--- config.mk ---
export PLATFORM = sky130hd
export DESIGN_NAME = column_isolevel_interpolator
export DESIGN_NICKNAME = d
export VERILOG_FILES = /design/src/cil_pkg.sv /design/src/cil_front.sv /design/src/cil_queue.sv /design/src/cil_back.sv /design/src/column_isolevel_interpolator.sv
export SDC_FILE = /design/constraint.sdc
export NUM_CORES = 2
export LEC_CHECK = 0
export ABC_AREA = 0
export ABC_CLOCK_PERIOD_IN_PS = 22600
export BUFFER_PORTS_ARGS = -buffer_cell sky130_fd_sc_hd__buf_2
export CORE_MARGIN = 2
export CORE_UTILIZATION = 48
export CTS_CLUSTER_SIZE = 14
export DETAILED_ROUTE_END_ITERATION = 8
export GPL_ROUTABILITY_DRIVEN = 0
export PLACE_DENSITY = 0.67
export SYNTH_ARGS = -nofsm -noshare
export SYNTH_HDL_FRONTEND = slang
export SYNTH_HIERARCHICAL = 1
export SYNTH_SLANG_ARGS = --single-unit
--- constraint.sdc ---
create_clock -name clk -period 22.6 [get_ports clk]
set_input_delay 6.78 -clock clk [delete_from_list [all_inputs] [get_ports clk]]
set_output_delay 6.78 -clock clk [all_outputs]
set_load 0.01 [all_outputs]
--- src/cil_pkg.sv ---
// ----------------------------------------------------------------------------
// cil_pkg
// Shared types and constants for the column iso-level interpolator: the kind
// of job passed from the front end to the back end and the register indexes.
// ----------------------------------------------------------------------------
package cil_pkg;

  // Kind of job the front end hands to the back end.
  typedef enum logic {
    JOB_DIRECT = 1'b0,
    JOB_INTERP = 1'b1
  } job_kind_t;

  // Configuration register indexes.
  localparam int CFG_ADDR_W = 1;
  localparam logic [CFG_ADDR_W-1:0] REG_ISO_VALUE     = 1'b0;
  localparam logic [CFG_ADDR_W-1:0] REG_MISSING_VALUE = 1'b1;

endpackage

--- src/cil_front.sv ---
// ----------------------------------------------------------------------------
// cil_front
// Accepts the samples of each column, checks adjacent pairs against the iso
// value until the first crossing and, on the last sample, issues one job:
// a ready level (or missing flag) or the operands of one interpolation.
// ----------------------------------------------------------------------------
module cil_front #(
  parameter int VALUE_WIDTH = 32
) (
  input  logic                                   clk,
  input  logic                                   rst,
  input  logic                                   cfg_we,
  input  logic [cil_pkg::CFG_ADDR_W-1:0]         cfg_addr,
  input  logic [VALUE_WIDTH-1:0]                 cfg_wdata,
  input  logic                                   s_tvalid,
  output logic                                   s_tready,
  input  logic [((2*VALUE_WIDTH+7)/8)*8-1:0]     s_tdata,
  input  logic                                   s_tlast,
  output logic                                   job_valid,
  input  logic                                   job_ready,
  output logic [4*VALUE_WIDTH+2:0]               job_data
);
  import cil_pkg::*;

  localparam int W = VALUE_WIDTH;

  // Configuration registers.
  logic signed [W-1:0] iso_value;
  logic signed [W-1:0] missing_value;

  // Column state.
  logic signed [W-1:0] prev_sample;
  logic signed [W-1:0] prev_level;
  logic                prev_missing;
  logic                column_start;
  logic                crossing_found, crossing_found_next;
  logic [W-1:0]        held_level, held_level_next;
  logic                held_valid, held_valid_next;
  logic                pend_interp, pend_interp_next;
  logic                pend_dir, pend_dir_next;
  logic [W-1:0]        pend_dy, pend_dy_next;
  logic [W-1:0]        pend_num, pend_num_next;
  logic [W-1:0]        pend_den, pend_den_next;

  logic signed [W-1:0] cur_sample;
  logic signed [W-1:0] cur_level;
  logic                cur_missing;
  logic                accept;
  logic                between;
  job_kind_t           job_kind;
  logic                job_missing;
  logic [W-1:0]        job_value;

  // Magnitude of a signed difference; always fits in W unsigned bits.
  function automatic logic [W-1:0] abs_diff(input logic signed [W-1:0] a,
                                            input logic signed [W-1:0] b);
    logic [W-1:0] d_ab;
    logic [W-1:0] d_ba;
    d_ab = a - b;
    d_ba = b - a;
    return (a >= b) ? d_ab : d_ba;
  endfunction

  assign cur_sample  = s_tdata[W-1:0];
  assign cur_level   = s_tdata[2*W-1:W];
  assign cur_missing = (cur_sample == missing_value);
  assign s_tready    = job_ready;
  assign accept      = s_tvalid && s_tready;

  assign between = ((iso_value >= prev_sample) && (iso_value <= cur_sample)) ||
                   ((iso_value >= cur_sample) && (iso_value <= prev_sample));

  // Pair check against the previous sample.
  always_comb begin
    crossing_found_next = crossing_found;
    held_level_next     = held_level;
    held_valid_next     = held_valid;
    pend_interp_next    = pend_interp;
    pend_dir_next       = pend_dir;
    pend_dy_next        = pend_dy;
    pend_num_next       = pend_num;
    pend_den_next       = pend_den;
    if (column_start) begin
      crossing_found_next = 1'b0;
      held_valid_next     = 1'b0;
      held_level_next     = '0;
      pend_interp_next    = 1'b0;
    end else if (!crossing_found) begin
      if (prev_missing != cur_missing) begin
        // One sample missing: the other one may sit exactly on the iso value.
        if (prev_missing && (iso_value == cur_sample)) begin
          held_level_next = cur_level;
          held_valid_next = 1'b1;
        end
        if (cur_missing && (iso_value == prev_sample)) begin
          held_level_next = prev_level;
          held_valid_next = 1'b1;
        end
      end else if (!prev_missing && between) begin
        crossing_found_next = 1'b1;
        held_valid_next     = 1'b1;
        held_level_next     = prev_level;
        if (prev_sample != cur_sample) begin
          pend_interp_next = 1'b1;
          pend_dir_next    = (cur_level >= prev_level);
          pend_dy_next     = abs_diff(cur_level, prev_level);
          pend_num_next    = abs_diff(iso_value, prev_sample);
          pend_den_next    = abs_diff(cur_sample, prev_sample);
        end
      end
    end
  end

  // Job issued on the last sample of a column.
  always_comb begin
    if (held_valid_next) begin
      job_kind    = pend_interp_next ? JOB_INTERP : JOB_DIRECT;
      job_missing = 1'b0;
      job_value   = held_level_next;
    end else begin
      job_kind    = JOB_DIRECT;
      job_missing = 1'b1;
      job_value   = missing_value;
    end
  end

  assign job_valid = accept && s_tlast;
  assign job_data  = {job_kind, job_missing, pend_dir_next, job_value,
                      pend_dy_next, pend_num_next, pend_den_next};

  // Configuration and column state registers.
  always_ff @(posedge clk) begin
    if (rst) begin
      iso_value      <= '0;
      missing_value  <= {1'b1, {(W-1){1'b0}}};
      column_start   <= 1'b1;
      crossing_found <= 1'b0;
      held_valid     <= 1'b0;
      pend_interp    <= 1'b0;
    end else begin
      if (cfg_we) begin
        case (cfg_addr)
          REG_ISO_VALUE:     iso_value <= cfg_wdata;
          REG_MISSING_VALUE: missing_value <= cfg_wdata;
          default: ;
        endcase
      end
      if (accept) begin
        prev_sample    <= cur_sample;
        prev_level     <= cur_level;
        prev_missing   <= cur_missing;
        column_start   <= s_tlast;
        crossing_found <= crossing_found_next;
        held_level     <= held_level_next;
        held_valid     <= held_valid_next;
        pend_interp    <= pend_interp_next;
        pend_dir       <= pend_dir_next;
        pend_dy        <= pend_dy_next;
        pend_num       <= pend_num_next;
        pend_den       <= pend_den_next;
      end
    end
  end

  // A found crossing always leaves a held level, and only a crossing
  // leaves an interpolation pending.
  a_crossing_held: assert property (@(posedge clk) disable iff (rst)
    crossing_found |-> held_valid)
    else $error("crossing found without a held level");
  a_interp_crossing: assert property (@(posedge clk) disable iff (rst)
    pend_interp |-> crossing_found)
    else $error("interpolation pending without a crossing");

endmodule

--- src/cil_queue.sv ---
// ----------------------------------------------------------------------------
// cil_queue
// Short job queue between the front end and the back end, built from
// registers with a read and a write pointer.
// ----------------------------------------------------------------------------
module cil_queue #(
  parameter int WIDTH = 8,
  parameter int DEPTH = 4
) (
  input  logic             clk,
  input  logic             rst,
  input  logic             in_valid,
  output logic             in_ready,
  input  logic [WIDTH-1:0] in_data,
  output logic             out_valid,
  input  logic             out_ready,
  output logic [WIDTH-1:0] out_data
);

  localparam int PTR_W = (DEPTH > 1) ? $clog2(DEPTH) : 1;
  localparam int CNT_W = $clog2(DEPTH + 1);

  logic [WIDTH-1:0] slots [DEPTH];
  logic [PTR_W-1:0] wr_ptr;
  logic [PTR_W-1:0] rd_ptr;
  logic [CNT_W-1:0] count;
  logic             push;
  logic             pop;

  assign in_ready  = (count != CNT_W'(DEPTH));
  assign out_valid = (count != '0);
  assign out_data  = slots[rd_ptr];
  assign push      = in_valid && in_ready;
  assign pop       = out_valid && out_ready;

  // Storage: no reset needed for the entries.
  always_ff @(posedge clk) begin
    if (push) begin
      slots[wr_ptr] <= in_data;
    end
  end

  // Pointers and fill count.
  always_ff @(posedge clk) begin
    if (rst) begin
      wr_ptr <= '0;
      rd_ptr <= '0;
      count  <= '0;
    end else begin
      if (push) begin
        wr_ptr <= (wr_ptr == PTR_W'(DEPTH - 1)) ? '0 : wr_ptr + 1'b1;
      end
      if (pop) begin
        rd_ptr <= (rd_ptr == PTR_W'(DEPTH - 1)) ? '0 : rd_ptr + 1'b1;
      end
      if (push && !pop) begin
        count <= count + 1'b1;
      end else if (pop && !push) begin
        count <= count - 1'b1;
      end
    end
  end

  a_count_bound: assert property (@(posedge clk) disable iff (rst)
    count <= CNT_W'(DEPTH))
    else $error("queue count beyond depth");
  a_count_pop: assert property (@(posedge clk) disable iff (rst)
    (pop && !push) |=> (count == $past(count) - 1'b1))
    else $error("queue count did not drop on a pop");

endmodule

--- src/cil_back.sv ---
// ----------------------------------------------------------------------------
// cil_back
// Carries out the jobs from the queue. A ready level goes straight to the
// output register; an interpolation runs a shift-add multiply and a
// restoring divide, one bit per cycle each, rounds, and adds the offset.
// ----------------------------------------------------------------------------
module cil_back #(
  parameter int VALUE_WIDTH = 32
) (
  input  logic                                 clk,
  input  logic                                 rst,
  input  logic                                 job_valid,
  output logic                                 job_ready,
  input  logic [4*VALUE_WIDTH+2:0]             job_data,
  output logic                                 m_tvalid,
  input  logic                                 m_tready,
  output logic [((VALUE_WIDTH+1+7)/8)*8-1:0]   m_tdata
);
  import cil_pkg::*;

  localparam int W      = VALUE_WIDTH;
  localparam int JOB_W  = 4 * W + 3;
  localparam int M_W    = ((W + 1 + 7) / 8) * 8;
  localparam int STEP_W = $clog2(W);

  typedef enum logic [2:0] {S_IDLE, S_MUL, S_DIV, S_RND, S_FIN} state_t;

  state_t            state;
  logic [STEP_W-1:0] step;
  logic [W-1:0]      mcand;
  logic [W-1:0]      prod_hi;
  logic [W-1:0]      prod_lo;
  logic [W-1:0]      den;
  logic [W-1:0]      base;
  logic              dir;
  logic [W-1:0]      out_level;
  logic              out_missing;

  job_kind_t         job_kind;
  logic              job_missing;
  logic              job_dir;
  logic [W-1:0]      job_value;
  logic [W-1:0]      job_dy;
  logic [W-1:0]      job_num;
  logic [W-1:0]      job_den;
  logic              slot_free;
  logic              out_load;
  logic [W:0]        mul_sum;
  logic [W:0]        div_trial;
  logic              div_ge;
  logic [W:0]        div_rem;
  logic              round_up;
  logic [W-1:0]      fin_level;

  // Job fields.
  assign job_kind    = job_kind_t'(job_data[JOB_W-1]);
  assign job_missing = job_data[JOB_W-2];
  assign job_dir     = job_data[JOB_W-3];
  assign job_value   = job_data[4*W-1:3*W];
  assign job_dy      = job_data[3*W-1:2*W];
  assign job_num     = job_data[2*W-1:W];
  assign job_den     = job_data[W-1:0];

  assign slot_free = !m_tvalid || m_tready;
  assign job_ready = (state == S_IDLE) && ((job_kind == JOB_INTERP) || slot_free);

  // The output register takes a direct job or a finished interpolation.
  assign out_load = ((state == S_IDLE) && job_valid && job_ready &&
                     (job_kind == JOB_DIRECT)) ||
                    ((state == S_FIN) && slot_free);

  // Datapath of the multiply, divide, round and final add steps.
  assign mul_sum   = {1'b0, prod_hi} + (prod_lo[0] ? {1'b0, mcand} : {(W+1){1'b0}});
  assign div_trial = {prod_hi, prod_lo[W-1]};
  assign div_ge    = (div_trial >= {1'b0, den});
  assign div_rem   = div_ge ? (div_trial - {1'b0, den}) : div_trial;
  assign round_up  = ({prod_hi, 1'b0} >= {1'b0, den});
  assign fin_level = dir ? (base + prod_lo) : (base - prod_lo);

  assign m_tdata = M_W'({out_missing, out_level});

  // Sequencer with the output register.
  always_ff @(posedge clk) begin
    if (rst) begin
      state    <= S_IDLE;
      m_tvalid <= 1'b0;
    end else begin
      if (out_load) begin
        m_tvalid <= 1'b1;
      end else if (m_tvalid && m_tready) begin
        m_tvalid <= 1'b0;
      end
      case (state)
        S_IDLE: begin
          if (job_valid && job_ready) begin
            if (job_kind == JOB_INTERP) begin
              mcand   <= job_dy;
              prod_hi <= '0;
              prod_lo <= job_num;
              den     <= job_den;
              base    <= job_value;
              dir     <= job_dir;
              step    <= STEP_W'(W - 1);
              state   <= S_MUL;
            end else begin
              out_level   <= job_value;
              out_missing <= job_missing;
            end
          end
        end
        S_MUL: begin
          // One multiplier bit per cycle, least significant first.
          prod_hi <= mul_sum[W:1];
          prod_lo <= {mul_sum[0], prod_lo[W-1:1]};
          if (step == '0) begin
            step  <= STEP_W'(W - 1);
            state <= S_DIV;
          end else begin
            step <= step - 1'b1;
          end
        end
        S_DIV: begin
          // One quotient bit per cycle; the quotient shifts into prod_lo.
          prod_hi <= div_rem[W-1:0];
          prod_lo <= {prod_lo[W-2:0], div_ge};
          if (step == '0) begin
            state <= S_RND;
          end else begin
            step <= step - 1'b1;
          end
        end
        S_RND: begin
          // Round half away from the previous sample's level.
          prod_lo <= prod_lo + W'(round_up);
          state   <= S_FIN;
        end
        S_FIN: begin
          if (slot_free) begin
            out_level   <= fin_level;
            out_missing <= 1'b0;
            state       <= S_IDLE;
          end
        end
        default: state <= S_IDLE;
      endcase
    end
  end

  // The partial remainder stays below the divisor, and the offset never
  // exceeds the level span.
  a_rem_below_den: assert property (@(posedge clk) disable iff (rst)
    (state == S_DIV) |-> (prod_hi < den))
    else $error("partial remainder not below divisor");
  a_offset_in_span: assert property (@(posedge clk) disable iff (rst)
    (state == S_FIN) |-> (prod_lo <= mcand))
    else $error("offset exceeds level span");

endmodule

--- src/column_isolevel_interpolator.sv ---
// ----------------------------------------------------------------------------
// column_isolevel_interpolator
// Finds, per vertical column, the level at which the field first reaches
// the iso value, by linear interpolation over adjacent samples.
// ----------------------------------------------------------------------------
// Usage:
//   Samples stream in on s_* one per transaction in level order; s_tlast
//   marks the last sample of a column. Each column yields one transaction
//   on m_*: the level found, or the missing flag with missing_value.
//   Registers are written over cfg_we / cfg_addr / cfg_wdata (index 0 is
//   iso_value, index 1 is missing_value) and act on later pairs at once.
// Throughput:
//   The front end takes one sample per cycle while the job queue has room.
//   A column without an interpolation passes through the job queue and the
//   output register. An interpolating column occupies the back end for a
//   multiply and a divide, a bit per cycle each, a rounding step and the
//   load of the output. Up to QUEUE_DEPTH finished columns wait in the job
//   queue; when it is full, s_tready drops until the back end takes a job.
// Reset and stalls:
//   rst (synchronous) empties the queue, returns iso_value to 0 and
//   missing_value to the most negative value, and opens a new column.
//   While m_tready is low the result holds and the back end waits at the
//   output load; the front end keeps accepting samples until the queue fills.
// ----------------------------------------------------------------------------
module column_isolevel_interpolator #(
  parameter int VALUE_WIDTH = 32,
  parameter int QUEUE_DEPTH = 4
) (
  input  logic                                 clk,
  input  logic                                 rst,
  input  logic                                 cfg_we,
  input  logic [cil_pkg::CFG_ADDR_W-1:0]       cfg_addr,
  input  logic [VALUE_WIDTH-1:0]               cfg_wdata,
  input  logic                                 s_tvalid,
  output logic                                 s_tready,
  // Fields from bit 0: sample_value, level_coord, zero fill.
  input  logic [((2*VALUE_WIDTH+7)/8)*8-1:0]   s_tdata,
  input  logic                                 s_tlast,
  output logic                                 m_tvalid,
  input  logic                                 m_tready,
  // Fields from bit 0: surface_level, surface_missing, zero fill.
  output logic [((VALUE_WIDTH+1+7)/8)*8-1:0]   m_tdata
);

  localparam int JOB_W = 4 * VALUE_WIDTH + 3;

  logic             job_valid;
  logic             job_ready;
  logic [JOB_W-1:0] job_data;
  logic             q_valid;
  logic             q_ready;
  logic [JOB_W-1:0] q_data;

  // Front end: pair checks and job building.
  cil_front #(
    .VALUE_WIDTH (VALUE_WIDTH)
  ) u_front (
    .clk       (clk),
    .rst       (rst),
    .cfg_we    (cfg_we),
    .cfg_addr  (cfg_addr),
    .cfg_wdata (cfg_wdata),
    .s_tvalid  (s_tvalid),
    .s_tready  (s_tready),
    .s_tdata   (s_tdata),
    .s_tlast   (s_tlast),
    .job_valid (job_valid),
    .job_ready (job_ready),
    .job_data  (job_data)
  );

  // Job queue between the two halves.
  cil_queue #(
    .WIDTH (JOB_W),
    .DEPTH (QUEUE_DEPTH)
  ) u_queue (
    .clk       (clk),
    .rst       (rst),
    .in_valid  (job_valid),
    .in_ready  (job_ready),
    .in_data   (job_data),
    .out_valid (q_valid),
    .out_ready (q_ready),
    .out_data  (q_data)
  );

  // Back end: interpolation and result register.
  cil_back #(
    .VALUE_WIDTH (VALUE_WIDTH)
  ) u_back (
    .clk       (clk),
    .rst       (rst),
    .job_valid (q_valid),
    .job_ready (q_ready),
    .job_data  (q_data),
    .m_tvalid  (m_tvalid),
    .m_tready  (m_tready),
    .m_tdata   (m_tdata)
  );

  // A finished column is never offered to a full queue.
  a_job_taken: assert property (@(posedge clk) disable iff (rst)
    job_valid |-> job_ready)
    else $error("column job dropped at the queue");
  a_ready_follows_queue: assert property (@(posedge clk) disable iff (rst)
    s_tready == job_ready)
    else $error("input ready out of step with queue space");

endmodule

==> impl_summary.log <==
INFO  metric run_status = completed
INFO  metric ys_async_sr_fraction = 0
INFO  metric regToRegStartpoint = u_front/prev_sample[14]
INFO  metric clock-root-buffer = sky130_fd_sc_hd__clkbuf_16
INFO  metric detail_route.wirelength = 171000 um
INFO  metric numPortBuffers = 137
INFO  metric finalClockSkew = 0.0457 ns
INFO  metric cts_made_buffers = 101
INFO  metric synth-edff-count = 917
INFO  metric worstPathMaxFanout = 68
INFO  metric worst_ep_arrival_time = 11.25 ns
INFO  metric final_cell_area = 0.0622 mm2
INFO  metric cts_resized = 0
INFO  metric placement.cell_area = 0.0588 mm2
INFO  metric ratio_of_cells_with_drive_above_1_in_the_final_layout = 0.113
INFO  metric ys_warn_count = 6
INFO  metric cts_setup_buffers = 0
INFO  metric crit_path_top_delay_cell = sky130_fd_sc_hd__buf_4
INFO  metric clkPwrFrac = 0.277
INFO  metric power.combinational.fraction = 0.330
INFO  metric detail_route.wl_per_cell = 25.4 um
INFO  metric worst_setup_path_end_kind = register
INFO  metric grt_start_max_net_pins = 72
INFO  metric number_of_placed_i_o_pins = 145
INFO  metric postSynthRegisterBits = 998
INFO  metric number_of_antenna_violations_at_the_first_check_in_global_routing = 18
INFO  metric total_number_of_h_tree_levels = 3
INFO  metric syn-cell-area = 0.0570 mm2
INFO  metric timing.critical_path.buf_inv = 3
INFO  metric fin_crit_sh = 0.481
INFO  metric start_kind = input port
INFO  metric nets = 5541
INFO  metric slew_violations = 0
INFO  metric finalSetupViolations = 0
INFO  metric holdWs = 0.489 ns
INFO  metric synthesis.instances = 5083
INFO  metric final_antenna_net_count = 0
INFO  metric worst_hold_path_type = register to register
INFO  metric gr-usage-all-layers = 0.274
INFO  metric max_slew.worst_pin.slew = 1.32 ns
INFO  metric switchingPower = 0.00216 W
INFO  metric timing_hold_violations_final = 0
INFO  metric initial_utilization = 0.483
INFO  metric yosysSeqAreaShare = 0.512
INFO  metric internal-power = 0.00400 W
INFO  metric via_count = 42290
INFO  metric worst_hold_startpoint = u_queue/rd_ptr[0]
INFO  metric power_leakage = 23.1 nW
INFO  metric clock_sink_count = 998
INFO  metric clock_tree_from_tritoncts = yes
INFO  metric via_per_inst = 6.29
INFO  metric maxCapViolations = 0
INFO  metric shortest_clock_period_the_worst_path_allows_after_layout = 10.87 ns
INFO  metric die-area = 0.121 mm2
INFO  metric synthToLayoutAreaGrowth = 9.14%
INFO  metric grt_setup_unrepaired = no
INFO  metric grt_pass1_vias = 39133
INFO  metric layout.cells.most_common = sky130_fd_sc_hd__edfxtp_1
INFO  metric post_synth_num_cell_types = 106
INFO  metric power_switching_share = 0.350
INFO  metric sequentialPowerShare = 0.393
INFO  metric fmaxAchievable = 92.0 MHz
INFO  metric dr.pass1.iters = 8
INFO  metric design.core.area = 0.118 mm2
INFO  metric dieHeight = 349 um
INFO  metric postSynthAreaPerCell = 11.2 um2
INFO  metric worstPathCellList = buf_2 -> inv_1 -> ha_1 -> a21oi_1 -> o21ai_0 -> a221o_1 -> or3_1 -> and3_1 -> or3_1 -> mux2i_1 -> or2_4 -> buf_4 -> o21ai_0
INFO  metric post-synth-top-area-fraction = 0.483
INFO  metric clock_insertion_delay_worst_skew = 0.74 ns
INFO  metric synth.top_cells.by_area = sky130_fd_sc_hd__edfxtp_1 48%, sky130_fd_sc_hd__ha_1 7.2%, sky130_fd_sc_hd__mux4_2 5.2%
INFO  metric floorplan.rows = 126
INFO  metric crit_path_start = s_tdata[5]
INFO  metric critical_path.max_stage_delay = 0.65 ns
INFO  metric path_clk_slew = 0.06 ns
INFO  metric tns = 0 ns
INFO  metric crit_path_max_delay_family = simple AND/OR/NAND/NOR gates
INFO  metric globalRouteOverflowTotal = 0
INFO  metric pwr_density_cell = 98.9 mW/mm2
INFO  metric final_cell_mix = 917 x sky130_fd_sc_hd__edfxtp_1, 490 x sky130_fd_sc_hd__nand2_1, 470 x sky130_fd_sc_hd__a21oi_1, 332 x sky130_fd_sc_hd__o21ai_0, 326 x sky130_fd_sc_hd__ha_1
INFO  metric synthDominantAreaCellType = sky130_fd_sc_hd__edfxtp_1
INFO  metric cts.path.max_buffers = 3
INFO  metric layout.filler_cells = 10189
INFO  metric setup.worst_path.class = input port to register
INFO  metric post-dp-hpwl = 125000 um
INFO  metric irDropWorstVdd = 0.0839 mV
INFO  metric synth_flop_cell = sky130_fd_sc_hd__edfxtp_1
INFO  metric cts-hold-fix-buffers = 0
INFO  metric grt_pass1_wl = 250000 um
INFO  metric initialDrtViolationCount = 5581
INFO  metric cp.required = 22.97 ns
INFO  metric dieWidth = 349 um
INFO  metric detail_route.drc_violations = 0
INFO  metric final_core_util = 0.527
INFO  metric slew-limit-headroom = 0.117
==> flip-flops by register name, indices dropped and copies added, names as in the netlist, 5 cells and up, named ones only <==
name                   flops
u_back/base               32
u_back/step                5
u_back/prod_lo            32
u_back/out_level          32
u_back/mcand              32
u_front/pend_num          32
u_front/pend_den          32
u_front/iso_value         32
u_back/prod_hi            32
u_front/prev_sample       32
u_front/prev_level        32
u_front/missing_value     32
u_queue/slots            524
u_front/pend_dy           32
u_back/den                32
u_front/held_level        32
==> cells by family after synthesis <==
| kind of cell | Yosys count | share of synthesized area |
|---|---|---|
| and+or+nand+nor | 1293 | 0.109 |
| adders and majority gates | 336 | 0.0751 |
| other | 1 | 0.0000658 |
| DFF | 998 | 0.512 |
| AOI/OAI and AO/OA | 1435 | 0.158 |
| xor gates and xnor gates | 226 | 0.0347 |
| muxes | 224 | 0.0691 |
| buffers and inverters | 570 | 0.0420 |
==> final timing paths <==
check        cells past startpoint  slack (ns)                    to
max                             13       11.73  u_queue/slots[2][16]
min                              2        0.49              register
max reg2reg                     11       16.85  u_queue/slots[3][54]
min reg2reg                      2        0.49              register
==> metrics by stage <==
stage / total power [W] / setup slack (ns) / cells
floorplan: 0.00381 / 4.89 / 5089
global placement: 0.00442 / 11.25 / 6535
detailed placement: 0.00444 / 11.04 / 6535
CTS: 0.00615 / 11.79 / 6726
global route: 0.00641 / 11.49 / 6726
finish: 0.00615 / 11.73 / 6728
==> worst reg2reg max path: stages, from the launching register on <==
cell and delay, ns:
sky130_fd_sc_hd__edfxtp_1 0.47, sky130_fd_sc_hd__ha_1 0.55, sky130_fd_sc_hd__nand4_1 0.43, sky130_fd_sc_hd__nor4_1 0.67, sky130_fd_sc_hd__and2_1 0.48, sky130_fd_sc_hd__nor4_2 0.17, sky130_fd_sc_hd__nor2_2 0.51, sky130_fd_sc_hd__buf_4 0.38
sky130_fd_sc_hd__a21oi_1 0.27, sky130_fd_sc_hd__a221oi_2 0.68, sky130_fd_sc_hd__xor2_1 0.52, sky130_fd_sc_hd__o21ai_0 0.30
==> Yosys cell counts (13+ instances only) <==
cell type	instances
sky130_fd_sc_hd__nand2_1	491
sky130_fd_sc_hd__a22oi_1	18
sky130_fd_sc_hd__o21ai_0	332
sky130_fd_sc_hd__a211oi_1	35
sky130_fd_sc_hd__mux2i_1	51
sky130_fd_sc_hd__nand2b_1	34
sky130_fd_sc_hd__mux4_2	131
sky130_fd_sc_hd__and4_1	17
sky130_fd_sc_hd__o21ai_1	17
sky130_fd_sc_hd__a2111oi_0	15
sky130_fd_sc_hd__nand4_1	74
sky130_fd_sc_hd__and2_1	54
sky130_fd_sc_hd__o22ai_1	27
sky130_fd_sc_hd__nor2_1	237
sky130_fd_sc_hd__o21bai_1	67
sky130_fd_sc_hd__clkbuf_1	166
sky130_fd_sc_hd__or2_2	13
sky130_fd_sc_hd__nor2b_1	36
sky130_fd_sc_hd__a21boi_0	17
sky130_fd_sc_hd__a21o_1	111
sky130_fd_sc_hd__buf_6	14
sky130_fd_sc_hd__ha_1	326
sky130_fd_sc_hd__o21a_1	38
sky130_fd_sc_hd__buf_2	68
sky130_fd_sc_hd__and3_1	45
sky130_fd_sc_hd__a31oi_1	51
sky130_fd_sc_hd__xor2_1	110
sky130_fd_sc_hd__nand3b_1	14
sky130_fd_sc_hd__dfxtp_1	81
sky130_fd_sc_hd__o31ai_1	54
sky130_fd_sc_hd__nor3_1	83
sky130_fd_sc_hd__or3_1	34
sky130_fd_sc_hd__o211ai_1	31
sky130_fd_sc_hd__nand3_1	88
sky130_fd_sc_hd__nor4_1	30
sky130_fd_sc_hd__edfxtp_1	917
sky130_fd_sc_hd__xnor2_1	116
sky130_fd_sc_hd__a21oi_1	470
sky130_fd_sc_hd__inv_1	291
sky130_fd_sc_hd__mux2_2	42
sky130_fd_sc_hd__buf_4	17
==> final cells by class <==
cell class / instances / area (um2) / area share
tap: 1536 / 1920 / 0.0309
clock buffer: 123 / 2650 / 0.0426
timing repair buffer: 188 / 1070 / 0.0172
sequential: 998 / 29200 / 0.469
antenna: 2 / 5.00 / 0.0000805
multi-input combinational: 3521 / 25500 / 0.411
clock inverter: 68 / 731 / 0.0118
inverter: 292 / 1100 / 0.0176
==> power groups by stage <==
stage          registers [W]  clock network [W]  logic [W]
5_1_grt              0.00243            0.00181    0.00217
3_5_place_dp         0.00245                  0    0.00199
3_3_place_gp         0.00245                  0    0.00197
2_1_floorplan        0.00240                  0    0.00141
4_1_cts              0.00242            0.00173    0.00200
6_report             0.00242            0.00171    0.00203
==> per-layer routing <==
metal | share of wire | global-route usage | wire, um
met2 | 0.45 | 0.420 | 76500
met1 | 0.42 | 0.390 | 71000
met3 | 0.091 | 0.0446 | 15500
met4 | 0.044 | 0.111 | 7560
met5 | 0.00057 | 0 | 97
(Power assumes the default switching activity.)
